[src/rtl/tcp_sender_window_retransmit_macros.svh]
// Assertion macros used by the sender engine RTL.
`ifndef TCP_SENDER_WINDOW_RETRANSMIT_MACROS_SVH
`define TCP_SENDER_WINDOW_RETRANSMIT_MACROS_SVH

// Property must hold at every clock edge outside reset.
`define TSW_ASSERT(lbl, clk, rstn, prop, msg) \
    lbl: assert property (@(posedge clk) disable iff (!rstn) prop) else $error(msg);

// Expression must never be true outside reset.
`define TSW_NEVER(lbl, clk, rstn, expr, msg) \
    `TSW_ASSERT(lbl, clk, rstn, !(expr), msg)

`endif

[src/rtl/tsw_ram.sv]
// Generic simple dual-port RAM with registered read data.
module tsw_ram #(
    parameter int WIDTH = 8,
    parameter int DEPTH = 16
) (
    input  logic                     i_clk,
    input  logic                     i_we,
    input  logic [$clog2(DEPTH)-1:0] i_waddr,
    input  logic [WIDTH-1:0]         i_wdata,
    input  logic                     i_re,
    input  logic [$clog2(DEPTH)-1:0] i_raddr,
    output logic [WIDTH-1:0]         o_rdata
);

    logic [WIDTH-1:0] r_mem [DEPTH];

    always_ff @(posedge i_clk) begin
        if (i_we) begin
            r_mem[i_waddr] <= i_wdata;
        end
        if (i_re) begin
            o_rdata <= r_mem[i_raddr];
        end
    end

endmodule

[config.mk]
export PLATFORM = sky130hd
export DESIGN_NAME = tsw_ram
export DESIGN_NICKNAME = d
export VERILOG_FILES = /design/src/rtl/tcp_sender_window_retransmit_macros.svh /design/src/rtl/tsw_ram.sv
export SDC_FILE = /design/constraint.sdc
export NUM_CORES = 1
export LEC_CHECK = 0
export ABC_CLOCK_PERIOD_IN_PS = 3200
export BUFFER_PORTS_ARGS = -buffer_cell sky130_fd_sc_hd__buf_2
export CORE_UTILIZATION = 55
export CTS_CLUSTER_SIZE = 25
export DETAILED_ROUTE_END_ITERATION = 6
export PLACE_DENSITY = 0.73
export SLEW_MARGIN = 40
export SYNTH_ARGS = -nofsm -noshare
export SYNTH_HDL_FRONTEND = slang
export SYNTH_SLANG_ARGS = --single-unit
[constraint.sdc]
create_clock -name i_clk -period 3.2 [get_ports i_clk]
set_clock_uncertainty 0.15 [all_clocks]
set_input_delay 0.64 -clock i_clk [delete_from_list [all_inputs] [get_ports i_clk]]
set_output_delay 0.64 -clock i_clk [all_outputs]
set_load 0.01 [all_outputs]
# After elaboration in Yosys (flattened, before gate mapping)
# Memory sizes are Yosys's and may differ from the RTL's. A register that Yosys moved wholly into a read port is not among the register bits.
# Cells that the tools add are included.
# totals
regBits	0
ramBits	128
out_inout_bits	8
word_cells	3
n_memories	1
# memory_table
memory	depth	width	read_ports	rd_ports_with_merged_regs	write_ports	line	text
r_mem	16	8	1	1	1	tsw_ram.sv:15	logic [WIDTH-1:0] r_mem [DEPTH];
# classes
mux	2
# op_table
op	count
1-bit 2-to-1 mux	2

# Depth between registers and ports, before layout
# logic_depth
ltp_word	2
ltp_mapped	5
depth_no_buf	3

# Least setup slack after synthesis
# Ideal clock, no wire load.
# synth_path
path_kind	input port to flip-flop
start	in i_waddr[2]
end	mem r_mem[0][0] (enable)
setup_time_ns	0.383
t_arrival_ns	1.750
t_required_ns	2.667
path_slack_ns	0.917
stages	2
path_cell_list	or3b_2 -> nor3_1
# synth_lines
item	line	text
start, declared	tsw_ram.sv:8	input logic [$clog2(DEPTH)-1:0] i_waddr,
end, declared	tsw_ram.sv:15	
# No word-level cell before the write port.

==> impl_metrics.json <==
{
  "finalHoldViolations": 0,
  "finalSetupViolations": 0,
  "syn-cell-area_mm2": 0.00523,
  "die_y_um": 99.5,
  "cp.arrival_ns": 2.15,
  "vias_per_cell": 5.78,
  "drv_slew": 0,
  "cts_tree": "yes",
  "required_ns": 3.31,
  "synthFlopType": "edfxtp_1",
  "fin_crit_ns": 2.03,
  "h-tree-depth": 4,
  "fin_crit_sh_pct": 63.5,
  "ys_async_sr_fraction_pct": 0,
  "ir_worst_vdd_v": 0.000441,
  "ys_seq_area_share_pct": 78.1,
  "ios": 27,
  "grt_antenna_before_repair": 0,
  "synth_nets": 248,
  "numCtsBuffers": 17,
  "rsz0062_at_grt": "no",
  "syn-instance-count": 229,
  "nets": 302,
  "grt_start_max_net_pins": 17,
  "maxSlewHeadroom_pct": 44.9,
  "worst_pin_slew_ns": 0.825,
  "area_growth_syn_to_layout_pct": 17.4,
  "finalCoreUtilization_pct": 66.4,
  "synth_area_leaders": "edfxtp_1 78%, mux4_2 7.8%, mux4_1 7.0%",
  "drv_cap": 0,
  "post_cts_buffers": 0,
  "holdBufCountCts": 0,
  "overflow": 0,
  "clk-insertion-delay-late_ns": 0.52,
  "rows": 35,
  "grt_first_pass_wirelength_um": 14400,
  "yosys_warnings": 0,
  "coreArea_mm2": 0.00924,
  "ys_ff_latch": 136,
  "path_class": "primary input to flip-flop",
  "grt_util_all_layers_pct": 21.6,
  "hpwl_um": 5920,
  "cts.path.max_buffers": 2,
  "gp_congestion": 0.716,
  "routed_wl_um": 9540,
  "route.detailed.drc": 0,
  "worstSetupStartpointType": "primary input",
  "drive_gt1_share_pct": 31.1,
  "cp-end-kind": "flip-flop",
  "firstDrtPassIters": 4,
  "root_buffer": "clkbuf_8",
  "yosysTopAreaCell": "edfxtp_1",
  "vias": 2456,
  "cts_resized": 0,
  "yosysMostFrequentCell": "edfxtp_1",
  "status": "complete, no violations",
  "clock_sinks": 136,
  "drt-initial-drc-count": 161,
  "num_antenna_cells": 0,
  "synth_top_area_share_pct": 78.1,
  "tns_ns": 0,
  "synth.distinct_cells": 18,
  "die_area_mm2": 0.00990,
  "wl_per_cell_um": 22.4,
  "die_x_um": 99.5,
  "io_buffers": 26,
  "powerDensity_mw_per_mm2": 650,
  "synth.avg_cell_area_um2": 22.8,
  "hold_class": "primary input to flip-flop",
  "yosys-top-cells-count": "136 x edfxtp_1, 18 x mux4_2, 16 x a22oi_1, 14 x mux4_1, 13 x nor2_1",
  "cts.clk_slew.worst_paths_ns": 0.06,
  "synth_edf_count": 136,
  "critPathMaxFanout": 13,
  "start_util_pct": 56.6,
  "leakagePower_uw": 0.00207,
  "drtAntennaViolNets": 0,
  "first_global_vias": 2403,
  "max_freq_ghz": 0.492
}
==> critical path, cell delays in order <==
cell	delay, ns
buf_2	0.37
buf_4	0.29
mux4_1	0.58
a22oi_1	0.20
nand2_1	0.07
==> per-stage QoR <==
step                      hold slack [ns]  total power, µW  setup slack (ns)  std cells  cell area [µm²]
final                               0.348             3990              1.17        425             6140
after global routing                0.332             4100              1.07        425             6140
after CTS                           0.333             4020              1.16        425             6140
after detailed placement            0.590             2240             0.620        393             5590
after global placement              0.580             2230             0.636        393             5590
after floorplan                     0.555             2160             0.917        229             5230
==> layout make-up <==
class / count / area (µm²)
clock inverters: 13 / 130
clock buffers: 19 / 422
multi-input cells: 83 / 1060
fillers: 603 / 3100
flip-flops and latches: 136 / 4080
repair buffers: 45 / 285
well taps: 129 / 161
==> cells by family (layout without fill, tap and decap cells) <==
| family | Yosys count | count (layout) | share of synthesized area [%] |
|---|---|---|---|
| AND/OR/NAND/NOR | 35 | 35 | 3.14 |
| flip-flops | 136 | 136 | 78.1 |
| AO/OA/AOI/OAI | 16 | 16 | 2.30 |
| multiplexers | 32 | 32 | 14.8 |
| buffers and inverters | 10 | 77 | 1.65 |
==> layout by cell type, fill, tap and decap left out, drive strengths merged <==
cell      instances
a22oi            16
and2              1
and2b             1
buf              45
bufinv            2
clkbuf           19
clkinv            6
clkinvlp          4
edfxtp          136
inv               1
mux4             32
nand2             9
nand2b            2
nand3             1
nand3b            2
nor2             13
nor2b             1
nor3              4
or3b              1
==> routing by layer <==
layer | global-route usage (%) | up-vias | part of all wire, %
li1 | - | 1092 | -
met1 | 30.1 | 1241 | 40
met2 | 32.8 | 109 | 51
met3 | 6.61 | 14 | 7.6
met4 | 8.26 | 0 | 1.2
met5 | 0 | - | 0
==> state kept, by name, summed over array words and instances, names as in the netlist <==
| name | count |
|---|---|
| r_mem | 128 |
| o_rdata | 8 |
==> worst paths after layout <==
path                               from                endpoint  slack, ns  cells after the start
setup reg to reg  r_mem[1][6]$_DFFE_PP_    o_rdata[6]$_DFFE_PP_       1.47                      3
setup / recovery             i_raddr[0]    o_rdata[4]$_DFFE_PP_       1.17                      5
hold reg to reg   r_mem[7][2]$_DFFE_PP_    o_rdata[2]$_DFFE_PP_       0.60                      3
hold / removal               i_wdata[1]  r_mem[14][1]$_DFFE_PP_       0.35                      1
==> power by group <==
group	internal [µW]	switching, µW	total, µW
combinational	77.1	103	180
sequential	2010	10.6	2020
clock	1100	693	1790
total	3180	807	3990
No activity file was read; power rests on OpenSTA's default activity.
